--- src/hdl/escape_time_fractal_iterator_macros.svh ---
// Assertion macros shared by the escape-time iterator RTL.
`ifndef ESCAPE_TIME_FRACTAL_ITERATOR_MACROS_SVH
`define ESCAPE_TIME_FRACTAL_ITERATOR_MACROS_SVH

// Checked on every clock edge once reset is released.
`define ETFI_ASSERT(lbl, prop, msg) \
   lbl: assert property (@(posedge clock) disable iff (reset) (prop)) else $error(msg);

// Checked on every clock edge, including reset cycles.
`define ETFI_ASSERT_ALWAYS(lbl, prop, msg) \
   lbl: assert property (@(posedge clock) (prop)) else $error(msg);

`endif

--- src/hdl/etfi_pkg.sv ---
// Package: widths, types, codes and saturating helpers for the fractal iterator.
package etfi_pkg;

   localparam int DATA_WIDTH      = 32;
   localparam int FRACTION_BITS   = 28;
   localparam int COUNT_WIDTH     = 12;
   localparam int PROD_WIDTH      = 2 * DATA_WIDTH;
   localparam int MODE_WIDTH      = 2;
   localparam int CSR_INDEX_WIDTH = 2;

   typedef logic signed [DATA_WIDTH-1:0] data_type;
   typedef logic signed [PROD_WIDTH-1:0] prod_type;
   typedef logic [COUNT_WIDTH-1:0]       count_type;
   typedef logic [COUNT_WIDTH:0]         result_type;
   typedef logic [MODE_WIDTH-1:0]        mode_type;
   typedef logic [CSR_INDEX_WIDTH-1:0]   csr_index_type;

   // Control for the shared multiplier
   typedef struct packed {
      logic load;      // capture a new product this cycle
      logic absolute;  // cross output uses the product magnitude
   } mul_ctrl_type;

   // Fractal modes
   localparam mode_type MODE_MANDELBROT = 2'd0;
   localparam mode_type MODE_JULIA      = 2'd1;
   localparam mode_type MODE_PHOENIX    = 2'd2;

   // Register indexes
   localparam csr_index_type CSR_MODE      = 2'd0;
   localparam csr_index_type CSR_MAX_ITER  = 2'd1;
   localparam csr_index_type CSR_JULIA_RE  = 2'd2;
   localparam csr_index_type CSR_JULIA_IM  = 2'd3;

   // Reset values
   localparam mode_type  MODE_RESET     = MODE_MANDELBROT;
   localparam count_type MAX_ITER_RESET = COUNT_WIDTH'(80);
   localparam data_type  JULIA_RE_RESET = DATA_WIDTH'(-136007387);
   localparam data_type  JULIA_IM_RESET = DATA_WIDTH'(139586437);

   // Number range
   localparam data_type DATA_MAX = {1'b0, {(DATA_WIDTH-1){1'b1}}};
   localparam data_type DATA_MIN = {1'b1, {(DATA_WIDTH-1){1'b0}}};

   // Escape threshold: 4.0, or the largest value when 4.0 does not fit
   localparam data_type FOUR_LIMIT = (FRACTION_BITS + 2 >= DATA_WIDTH - 1) ?
                                     DATA_MAX : data_type'(64'd1 << (FRACTION_BITS + 2));

   // Clamp a one-bit-wider sum to the data range
   function automatic data_type sat_sum(input logic signed [DATA_WIDTH:0] v);
      data_type r;
      if (v[DATA_WIDTH] != v[DATA_WIDTH-1]) begin
         r = v[DATA_WIDTH] ? DATA_MIN : DATA_MAX;
      end else begin
         r = v[DATA_WIDTH-1:0];
      end
      return r;
   endfunction

   // Clamp a shifted product to the data range
   function automatic data_type sat_product(input prod_type v);
      logic [PROD_WIDTH-DATA_WIDTH:0] upper;
      data_type r;
      upper = v[PROD_WIDTH-1:DATA_WIDTH-1];
      if ((&upper) || (~|upper)) begin
         r = v[DATA_WIDTH-1:0];
      end else begin
         r = v[PROD_WIDTH-1] ? DATA_MIN : DATA_MAX;
      end
      return r;
   endfunction

   function automatic data_type sat_add(input data_type a, input data_type b);
      logic signed [DATA_WIDTH:0] s;
      s = {a[DATA_WIDTH-1], a} + {b[DATA_WIDTH-1], b};
      return sat_sum(s);
   endfunction

   function automatic data_type sat_sub(input data_type a, input data_type b);
      logic signed [DATA_WIDTH:0] s;
      s = {a[DATA_WIDTH-1], a} - {b[DATA_WIDTH-1], b};
      return sat_sum(s);
   endfunction

endpackage

--- src/hdl/escape_time_fractal_iterator.sv ---
// Top level: escape-time fractal iterator (mandelbrot, julia, phoenix) in fixed point.
//
//   channel  direction  handshake         payload
//   req      in         req_valid/stall   start_real/imag, point_real/imag, start_count
//   rsp      out        rsp_valid/stall   iteration_count
//   csr      in         csr_write_enable  csr_index, csr_write_data
//
// One recurrence step runs on the single 32x32 multiplier: zr^2, zi^2, zr*zi, then
// a test/update step. A pixel occupies the block from its beat until its result is
// loaded, and the block passes through idle before it takes the next beat.
// Reset clears the sequencer, the result valid and the registers to their defaults.
// The result sits in an output register; a stalled result holds the block in its
// final test cycle only if a new result is ready before the old one is taken.
module escape_time_fractal_iterator (
   input  logic                     clock,
   input  logic                     reset,
   // request channel
   input  logic                     req_valid,
   output logic                     req_stall,
   input  etfi_pkg::data_type       req_start_real,
   input  etfi_pkg::data_type       req_start_imag,
   input  etfi_pkg::data_type       req_point_real,
   input  etfi_pkg::data_type       req_point_imag,
   input  etfi_pkg::count_type      req_start_count,
   // response channel
   output logic                     rsp_valid,
   input  logic                     rsp_stall,
   output etfi_pkg::result_type     rsp_iteration_count,
   // configuration port
   input  logic                     csr_write_enable,
   input  etfi_pkg::csr_index_type  csr_index,
   input  etfi_pkg::data_type       csr_write_data
);
   import etfi_pkg::*;
   `include "escape_time_fractal_iterator_macros.svh"

   // Sequencer states
   localparam logic [2:0] ST_IDLE = 3'd0;
   localparam logic [2:0] ST_SQR  = 3'd1;
   localparam logic [2:0] ST_SQI  = 3'd2;
   localparam logic [2:0] ST_NORM = 3'd3;
   localparam logic [2:0] ST_TEST = 3'd4;

   logic [2:0]  state_ff, state_in;
   logic        rsp_valid_ff, rsp_valid_in;
   result_type  rsp_count_ff, rsp_count_in;
   mode_type    mode_ff, mode_in;
   count_type   max_ff, max_in;
   data_type    kr_ff, kr_in;
   data_type    ki_ff, ki_in;

   data_type    zr_ff, zr_in;
   data_type    zi_ff, zi_in;
   data_type    cr_ff, cr_in;
   data_type    ci_ff, ci_in;
   data_type    sq_r_ff, sq_r_in;
   data_type    sq_i_ff, sq_i_in;
   result_type  cnt_ff, cnt_in;
   logic        first_ff, first_in;

   mul_ctrl_type mul_ctrl;
   data_type     mul_op_a, mul_op_b;
   data_type     square_out, cross_out;

   logic        req_beat;
   logic        out_free;
   logic        phoenix;
   logic        stop;
   result_type  cnt_inc;
   data_type    norm;
   data_type    prev_r, prev_i, diff, next_r, next_i;

   assign req_beat = req_valid && !req_stall;
   assign out_free = !rsp_valid_ff || !rsp_stall;
   assign phoenix  = (mode_ff == MODE_PHOENIX);

   // Shared multiplier
   etfi_mult_unit u_mult (
      .clock      (clock),
      .mul_ctrl   (mul_ctrl),
      .mul_op_a   (mul_op_a),
      .mul_op_b   (mul_op_b),
      .square_out (square_out),
      .cross_out  (cross_out)
   );

   // Operand select per state
   always_comb begin
      mul_ctrl.load     = 1'b0;
      mul_ctrl.absolute = phoenix;
      mul_op_a          = zr_ff;
      mul_op_b          = zr_ff;
      unique case (state_ff)
         ST_SQR: begin
            mul_ctrl.load = 1'b1;
         end
         ST_SQI: begin
            mul_ctrl.load = 1'b1;
            mul_op_a      = zi_ff;
            mul_op_b      = zi_ff;
         end
         ST_NORM: begin
            mul_ctrl.load = 1'b1;
            mul_op_a      = zi_ff;
            mul_op_b      = zr_ff;
         end
         default: begin
            mul_ctrl.load = 1'b0;
         end
      endcase
   end

   // Test and next point
   always_comb begin
      norm    = sat_add(sq_r_ff, sq_i_ff);
      cnt_inc = cnt_ff + 1'b1;
      stop    = (cnt_inc >= {1'b0, max_ff}) || !(norm < FOUR_LIMIT);
      // phoenix uses the previous squares, zero before its first step
      prev_r  = (phoenix && first_ff) ? '0 : sq_r_ff;
      prev_i  = (phoenix && first_ff) ? '0 : sq_i_ff;
      diff    = sat_sub(prev_r, prev_i);
      next_r  = phoenix ? sat_sub(diff, cr_ff) : sat_add(diff, cr_ff);
      next_i  = sat_add(cross_out, ci_ff);
   end

   // Next-state logic
   always_comb begin
      state_in     = state_ff;
      rsp_valid_in = rsp_valid_ff && rsp_stall;
      rsp_count_in = rsp_count_ff;
      mode_in      = mode_ff;
      max_in       = max_ff;
      kr_in        = kr_ff;
      ki_in        = ki_ff;
      zr_in        = zr_ff;
      zi_in        = zi_ff;
      cr_in        = cr_ff;
      ci_in        = ci_ff;
      sq_r_in      = sq_r_ff;
      sq_i_in      = sq_i_ff;
      cnt_in       = cnt_ff;
      first_in     = first_ff;

      // register writes
      if (csr_write_enable) begin
         unique case (csr_index)
            CSR_MODE:     mode_in = csr_write_data[MODE_WIDTH-1:0];
            CSR_MAX_ITER: max_in  = csr_write_data[COUNT_WIDTH-1:0];
            CSR_JULIA_RE: kr_in   = csr_write_data;
            CSR_JULIA_IM: ki_in   = csr_write_data;
            default:      mode_in = mode_ff;
         endcase
      end

      unique case (state_ff)
         ST_IDLE: begin
            if (req_beat) begin
               zr_in    = req_start_real;
               zi_in    = req_start_imag;
               cr_in    = (mode_ff == MODE_JULIA) ? kr_ff : req_point_real;
               ci_in    = (mode_ff == MODE_JULIA) ? ki_ff : req_point_imag;
               cnt_in   = {1'b0, req_start_count};
               first_in = 1'b1;
               state_in = ST_SQR;
            end
         end
         ST_SQR: begin
            state_in = ST_SQI;
         end
         ST_SQI: begin
            sq_r_in  = square_out;
            state_in = ST_NORM;
         end
         ST_NORM: begin
            sq_i_in  = square_out;
            state_in = ST_TEST;
         end
         ST_TEST: begin
            if (!stop) begin
               zr_in    = next_r;
               zi_in    = next_i;
               cnt_in   = cnt_inc;
               first_in = 1'b0;
               state_in = ST_SQR;
            end else if (out_free) begin
               rsp_valid_in = 1'b1;
               rsp_count_in = cnt_inc;
               state_in     = ST_IDLE;
            end
         end
         default: begin
            state_in = ST_IDLE;
         end
      endcase
   end

   // Control and configuration registers
   always_ff @(posedge clock) begin
      if (reset) begin
         state_ff     <= ST_IDLE;
         rsp_valid_ff <= 1'b0;
         mode_ff      <= MODE_RESET;
         max_ff       <= MAX_ITER_RESET;
         kr_ff        <= JULIA_RE_RESET;
         ki_ff        <= JULIA_IM_RESET;
      end else begin
         state_ff     <= state_in;
         rsp_valid_ff <= rsp_valid_in;
         mode_ff      <= mode_in;
         max_ff       <= max_in;
         kr_ff        <= kr_in;
         ki_ff        <= ki_in;
      end
   end

   // Datapath registers
   always_ff @(posedge clock) begin
      rsp_count_ff <= rsp_count_in;
      zr_ff        <= zr_in;
      zi_ff        <= zi_in;
      cr_ff        <= cr_in;
      ci_ff        <= ci_in;
      sq_r_ff      <= sq_r_in;
      sq_i_ff      <= sq_i_in;
      cnt_ff       <= cnt_in;
      first_ff     <= first_in;
   end

   assign req_stall           = (state_ff != ST_IDLE);
   assign rsp_valid           = rsp_valid_ff;
   assign rsp_iteration_count = rsp_count_ff;

   // Assertions
   `ETFI_ASSERT(a_beat_starts, req_beat |=> (state_ff == ST_SQR), "accepted beat did not start")
   `ETFI_ASSERT(a_rsp_from_test, (!$past(reset) && $rose(rsp_valid_ff)) |-> ($past(state_ff) == ST_TEST), "result loaded outside test cycle")
   `ETFI_ASSERT(a_count_step, (!$past(reset) && state_ff == ST_SQR && $past(state_ff) == ST_TEST) |-> (cnt_ff == $past(cnt_ff) + 1), "counter did not advance by one per step")
   `ETFI_ASSERT(a_hold_when_full, (state_ff == ST_TEST && stop && rsp_valid_ff && rsp_stall) |=> (state_ff == ST_TEST && rsp_valid_ff), "finished item lost while result stalled")

endmodule

--- src/hdl/etfi_mult_unit.sv ---
// Shared signed multiplier with registered product and scaled, saturated outputs.
module etfi_mult_unit (
   input  logic                    clock,
   input  etfi_pkg::mul_ctrl_type  mul_ctrl,
   input  etfi_pkg::data_type      mul_op_a,
   input  etfi_pkg::data_type      mul_op_b,
   output etfi_pkg::data_type      square_out,
   output etfi_pkg::data_type      cross_out
);
   import etfi_pkg::*;

   prod_type prod_ff, prod_in;
   logic     absolute_ff;
   prod_type prod_mag;
   prod_type square_shift;
   prod_type cross_shift;

   // Full-precision product
   assign prod_in = mul_op_a * mul_op_b;

   // Product register, held while no new product is issued
   always_ff @(posedge clock) begin
      if (mul_ctrl.load) begin
         prod_ff     <= prod_in;
         absolute_ff <= mul_ctrl.absolute;
      end
   end

   // Magnitude never overflows: |a*b| is at most 2^(2*DATA_WIDTH-2)
   assign prod_mag = prod_ff[PROD_WIDTH-1] ? -prod_ff : prod_ff;

   // Arithmetic shift rounds toward minus infinity
   assign square_shift = prod_ff >>> FRACTION_BITS;
   assign cross_shift  = (absolute_ff ? prod_mag : prod_ff) >>> (FRACTION_BITS - 1);

   assign square_out = sat_product(square_shift);
   assign cross_out  = sat_product(cross_shift);

endmodule
--- config.mk ---
export PLATFORM = sky130hd
export DESIGN_NAME = escape_time_fractal_iterator
export DESIGN_NICKNAME = d
export VERILOG_FILES = /design/src/hdl/etfi_pkg.sv /design/src/hdl/escape_time_fractal_iterator.sv /design/src/hdl/etfi_mult_unit.sv
export VERILOG_INCLUDE_DIRS = /design/src /design/src/hdl
export SDC_FILE = /design/constraint.sdc
export NUM_CORES = 2
export LEC_CHECK = 0
export BUFFER_PORTS_ARGS = -buffer_cell sky130_fd_sc_hd__buf_2
export CAP_MARGIN = 0
export CELL_PAD_IN_SITES_DETAIL_PLACEMENT = 2
export CELL_PAD_IN_SITES_GLOBAL_PLACEMENT = 2
export CORE_AREA = 2 2 428 430
export DETAILED_ROUTE_END_ITERATION = 6
export DIE_AREA = 0 0 430 432
export PLACE_DENSITY_LB_ADDON = 0.1
export SYNTH_ARGS = -nofsm -noshare
export SYNTH_HDL_FRONTEND = slang
export SYNTH_SLANG_ARGS = --single-unit
--- constraint.sdc ---
create_clock -name clock -period 11.8 [get_ports clock]
set_input_delay 1.77 -clock clock [delete_from_list [all_inputs] [get_ports clock]]
set_output_delay 1.77 -clock clock [all_outputs]
set_load 0.005 [all_outputs]
Word level (Yosys, flattened, before mapping)
Cells that the tools add are included.
- register bits: 366
- input bits: 179
- output and inout bits: 15
- $add $sub $neg: 7
- multiply operators: 1
- magnitude comparators: 2
- eq/ne operators: 17
- mux-type cells: 43
- reduce and logical (&&, ||, !) cells: 31
- operators with widths (cell ; count):
    32-bit two-way mux ; 25
    64-bit two-way mux ; 2
    32-bit case mux with 2 select lines ; 2
    32-bit by 32-bit adder with 33-bit output ; 3
    32-bit by 32-bit subtractor with 33-bit output ; 2
    32-bit by 32-bit multiplier with 64-bit output ; 1
    64-bit negation ; 1
    32-bit < comparator, second input constant ; 1
    13-bit two-way mux ; 2
    13-bit case mux with 2 select lines ; 1
    3-bit case mux with 5 select lines ; 1
    13-bit by 1-bit adder with 13-bit output, second input constant ; 1
    13-bit by 12-bit >= comparator with 1-bit output ; 1
    2-bit AND reduction ; 6
    3-bit two-way mux ; 3
    2-bit == test, second input constant ; 3
    3-bit by 2-bit == test with 1-bit output, second input constant ; 2
    1-bit zero test ; 6
    1-bit two-way mux ; 6
    3-bit AND reduction ; 2
    6-bit AND reduction ; 1
    6-bit OR reduction ; 1
    1-bit inequality test ; 5
    5-bit AND reduction ; 1
    other kinds (15) ; 22

Longest topological paths before layout
- depth after elaboration: 12
- gate-level depth with buffers: 33

Modules after synthesis
A second synthesis with hierarchy kept.
- cells, all modules: 6507
- area, all modules: 60845.9 um^2
- by module, submodules not included (module ; times used ; cells an instance ; area an instance (um^2) ; seq. area each (um^2)):
    etfi_mult_unit ; 1 ; 4188 ; 39499.1 ; 1951.9
    escape_time_fractal_iterator ; 1 ; 2319 ; 21346.7 ; 8217.9

Least setup slack after synthesis
Ideal clock, no wire load.
- path type: flip-flop to flip-flop
- start: reg state_ff[2]
- end: reg u_mult.prod_ff[63] (data pin)
- library setup time: 0.260 ns
- arrival: 9.723 ns
- slack: 1.817 ns
- stages on the path, launching flop included: 31
- path buffers: 5
- clock period less this slack: 9.983 ns
- path through: dfxtp_1 > nand2b_1 > clkbuf_1 > nor2_1 > clkbuf_1 > clkbuf_1 > clkbuf_1 > o22ai_1 > fa_1 > inv_1 > fa_1 > fa_1 > inv_1 > fa_1 > inv_1 > fa_1 > fa_1 > fa_1 > fa_1 > ha_1 > buf_2 > and4_1 > o2111ai_1 > a41oi_1 > o2111ai_1 > a2111o_1 > a211oi_2 > o41ai_1 > or4_1 > a311oi_2 > xnor2_1
- longest elaborated chain between the ends: 4
- elaborated cells between the ends (all ways): 6
- classes of those cells: 1 x mul; 2 x eq/ne; 2 x mux; 1 x reduce/logical
- ends and longest elaborated chain (element ; line ; text):
    start, declared ; escape_time_fractal_iterator.sv:44 ; logic [2:0] state_ff, state_in;
    start signal, assigned ; escape_time_fractal_iterator.sv:207 ; state_ff <= state_in;
    3-bit by 2-bit == test with 1-bit output ; escape_time_fractal_iterator.sv:93 ; unique case (state_ff)
    2-bit OR reduction (no line) ; -- ;
    32-bit two-way mux ; escape_time_fractal_iterator.sv:93 ;
    32-bit by 32-bit multiplier with 64-bit output (*) ; etfi_mult_unit.sv:19 ; assign prod_in = mul_op_a * mul_op_b;
    net u_mult.prod_in[63] ; etfi_mult_unit.sv:12 ; prod_type prod_ff, prod_in;
    end signal, assigned ; etfi_mult_unit.sv:24 ; prod_ff <= prod_in;
    end, declared ; etfi_mult_unit.sv:12 ;
The timed path passes the listed nets; every way through them passes the cells marked *.
A chain may end at the register's enable or synchronous reset.

Final worst setup path
- start: reg state_ff[1]
- end: reg u_mult.prod_ff[58] (data pin)
The elaborated chain is that of the path after synthesis.

==> flow_metrics.env <==
export IMPL_cp_required_ns=12.15
export IMPL_start_util=0.3270
export IMPL_async_flop_share=0
export IMPL_slowest_stage="o211ai_1"
export IMPL_syn_area_sq_mm=0.05942
export IMPL_clkSinkCount=366
export IMPL_layoutNonFillerInstCount=8872
export IMPL_hold_class="reg -> reg"
export IMPL_status="finished, violations left"
export IMPL_rr_worst_depth=28
export IMPL_pin_count=194
export IMPL_busiest_layer="met2"
export IMPL_tightest_slew_ns=1.476
export IMPL_synth_warnings=0
export IMPL_violations="max-capacitance violations, max-slew violations"
export IMPL_synth_edf_count=284
export IMPL_syn_to_final_growth_pct=9.451
export IMPL_synth_area_top_cells="fa_1 (37%), edfxtp_1 (14%), ha_1 (7.5%)"
export IMPL_dpl_hpwl_um=204500
export IMPL_cts_tree="built"
export IMPL_grtUsageTotal=0.2645
export IMPL_skew_ns=0.04095
export IMPL_grt_first_pass_wirelength_um=362500
export IMPL_report_final_slew_viol_count=1
export IMPL_root_buffer="clkbuf_16"
export IMPL_die_w_um=430
export IMPL_fin_setup_tns_ns=0
export IMPL_overflow=0
export IMPL_cpMostUsedCell="fa_1"
export IMPL_critical_path_top_delay_family="adder cells"
export IMPL_clock_latency_ns=0.62
export IMPL_fmax_ghz=0.09011
export IMPL_rr_startpoint="state_ff[1]$_SDFFE_PP0P_"
export IMPL_critPathCapture="u_mult.prod_ff[58]$_DFFE_PP_"
export IMPL_grtUsageMet1=0.3618
export IMPL_cts_buffers=44
export IMPL_syn_inst=6378
export IMPL_place_congestion=0.8774
export IMPL_cts_path_max_buffers=3
export IMPL_final_util=0.3579
export IMPL_post_cts_resized=0
export IMPL_timing_rr_end="u_mult.prod_ff[58]$_DFFE_PP_"
export IMPL_synth_nets=8001
export IMPL_dieArea_sq_mm=0.1858
export IMPL_maxCapViolCount=1
export IMPL_period_minus_slack_ns=11.10
export IMPL_postCtsHoldBufs=0
export IMPL_grt_setup_unrepaired="no"
export IMPL_viasPerCell=5.161
export IMPL_die_h_um=432
export IMPL_yosysTopAreaCellShare=0.3659
export IMPL_core_sq_mm=0.1817
export IMPL_syn_area_per_cell_sq_um=9.316
export IMPL_cts_htree_levels=2
export IMPL_wl_per_cell_um=27.22
export IMPL_r2r_slack_ns=0.70
export IMPL_hold_violations=0
export IMPL_cp_num_cells=28
export IMPL_critical_path_endpoint_type="register"
export IMPL_relSlewSlack=-0.003653
export IMPL_yosysUniqueCellTypes=93
export IMPL_start_kind="register"
export IMPL_row_count=157
export IMPL_nets=8071
export IMPL_route_vias_total=45790
export IMPL_slowest_delay_ns=0.97
export IMPL_cts_setup_buffers=0
export IMPL_post_route_period_util=0.9404
export IMPL_grt_max_degree=82
export IMPL_critPathMaxFanout=24
export IMPL_crit_start="state_ff[1]$_SDFFE_PP0P_"
export IMPL_drive_gt1_frac=0.09778
export IMPL_firstDrtPassIters=5
export IMPL_grt_use_met2=0.4622
export IMPL_dp_cells=8787
export IMPL_yosys_area_top_type="fa_1"
export IMPL_numPortBuffers=193
export IMPL_met3_usage=0.01838
export IMPL_drt_initial_drc_count=2242
export IMPL_arrival_ns=11.44
export IMPL_finalSetupViolCount=0
export IMPL_antenna_found_initial=13
export IMPL_post_route_drc_count=0
export IMPL_hold_slack_ns=0.4566
export IMPL_wl_um=241500
export IMPL_timing_setup_critical_path_class="reg -> reg"
export IMPL_ys_flop_type="edfxtp_1"
export IMPL_synth_ff_latch_count=366
export IMPL_path_clk_slew_ns=0.06
export IMPL_ant_nets=0
export IMPL_first_global_vias=52490
export IMPL_ys_seq_area_frac=0.1712
export IMPL_cp_num_buf_inv=6
## worst min path at each step
stage / to / start / slack, ns / depth (start not counted)
floorplan: ki_ff[13]$_SDFFE_PP1P_ / ki_ff[13]$_SDFFE_PP1P_ / 0.43 / 2
global placement: kr_ff[4]$_SDFFE_PP0P_ / kr_ff[4]$_SDFFE_PP0P_ / 0.44 / 2
detailed placement: ki_ff[21]$_SDFFE_PP0P_ / ki_ff[21]$_SDFFE_PP0P_ / 0.45 / 2
CTS: ki_ff[21]$_SDFFE_PP0P_ / ki_ff[21]$_SDFFE_PP0P_ / 0.46 / 2
global route: kr_ff[9]$_SDFFE_PP0P_ / kr_ff[9]$_SDFFE_PP0P_ / 0.48 / 2
finish: kr_ff[9]$_SDFFE_PP0P_ / kr_ff[9]$_SDFFE_PP0P_ / 0.46 / 2
## registers in the layout, indices dropped and copies added (netlist names)
register,count
u_mult.absolute_ff,1
max_ff,12
zr_ff,32
sq_i_ff,32
cr_ff,32
state_ff,3
u_mult.prod_ff,64
first_ff,1
ki_ff,32
kr_ff,32
mode_ff,2
ci_ff,32
cnt_ff,13
zi_ff,32
rsp_iteration_count,13
rsp_valid,1
sq_r_ff,32
## placed cells by master (no fill, tap or decap), drive strengths merged, types with 10 or more instances in the layout
cell type,count
o31ai,38
a31oi,26
o41ai,10
a21o,109
nand4,17
maj3,11
mux2,123
o211ai,17
nand2,861
o21bai,32
xor2,67
nor4,19
a211oi,29
or3,11
mux2i,62
o21a,39
o21ai,170
and4,10
nor2b,21
dfxtp,82
o22ai,12
buf,310
nand3,55
nor2,673
or2,21
and3,13
edfxtp,284
ha,358
nand2b,52
and2,54
clkbuf,52
a221oi,10
o22a,13
fa,1086
clkinv,18
a21oi,300
nand3b,37
xnor2,149
inv,1082
nor3,46
## metal layers
layer	vias up	wire [um]	part of all wire
li1	20320	-	-
met1	24670	110700	0.46
met2	630	119800	0.50
met3	171	6121	0.025
met4	6	4861	0.020
met5	-	35	0.00014
## cell families after synthesis
kind of cell    after synthesis  share of synthesized area
compound gates              884                    0.09630
xor+xnor                    216                    0.03184
fa+ha+maj                  1455                     0.4431
buf+inv                    1367                    0.08707
flops                       366                     0.1712
mux                         185                    0.03376
simple gates               1905                     0.1367
## cell type report
type / instances / area [sq um]
Inverter: 1081 / 4060
Tap cell: 2385 / 2984
Antenna cell: 3 / 7.507
Timing Repair Buffer: 310 / 1882
Clock inverter: 30 / 332.8
Sequential cell: 366 / 10170
Multi-Input combinational cell: 4645 / 44470
Clock buffer: 52 / 1131
Fill cell: 19990 / 116700
## metrics by stage
| step | area (sq um) | worst slack (ns) |
|---|---|---|
| floorplan | 59420 | 1.817 |
| global placement | 63560 | 0.7849 |
| detailed placement | 63560 | 0.6709 |
| CTS | 65030 | 0.6398 |
| global route | 65030 | 0.2886 |
| finish | 65030 | 0.7031 |
## synth_stat cells, drive strengths merged (8+ instances only)
cell / instances
a211oi: 29
a221oi: 10
buf: 26
xor2: 67
o21a: 39
a211o: 8
or2: 21
a21o: 109
or3: 11
nor2: 673
xnor2: 149
nor3: 46
o211ai: 17
and4: 10
mux2: 123
o22ai: 12
a21oi: 300
nor4: 19
nor2b: 21
o21bai: 32
dfxtp: 82
and2: 54
nand2b: 52
inv: 1079
nand3: 55
and3: 13
mux2i: 62
edfxtp: 284
nand2: 861
a31oi: 26
maj3: 11
ha: 358
nand3b: 37
fa: 1086
clkbuf: 260
o21ai: 170
nand4: 17
o22a: 13
o41ai: 10
o31ai: 38
## tightest hold or removal path: stages, from the launching register on
cell	delay, ns
dfxtp_1	0.31
nand2_1	0.05
a21oi_1	0.05
Power is not shown: default switching activity piles up to over one toggle a cycle in this logic, so the estimate is an artifact.
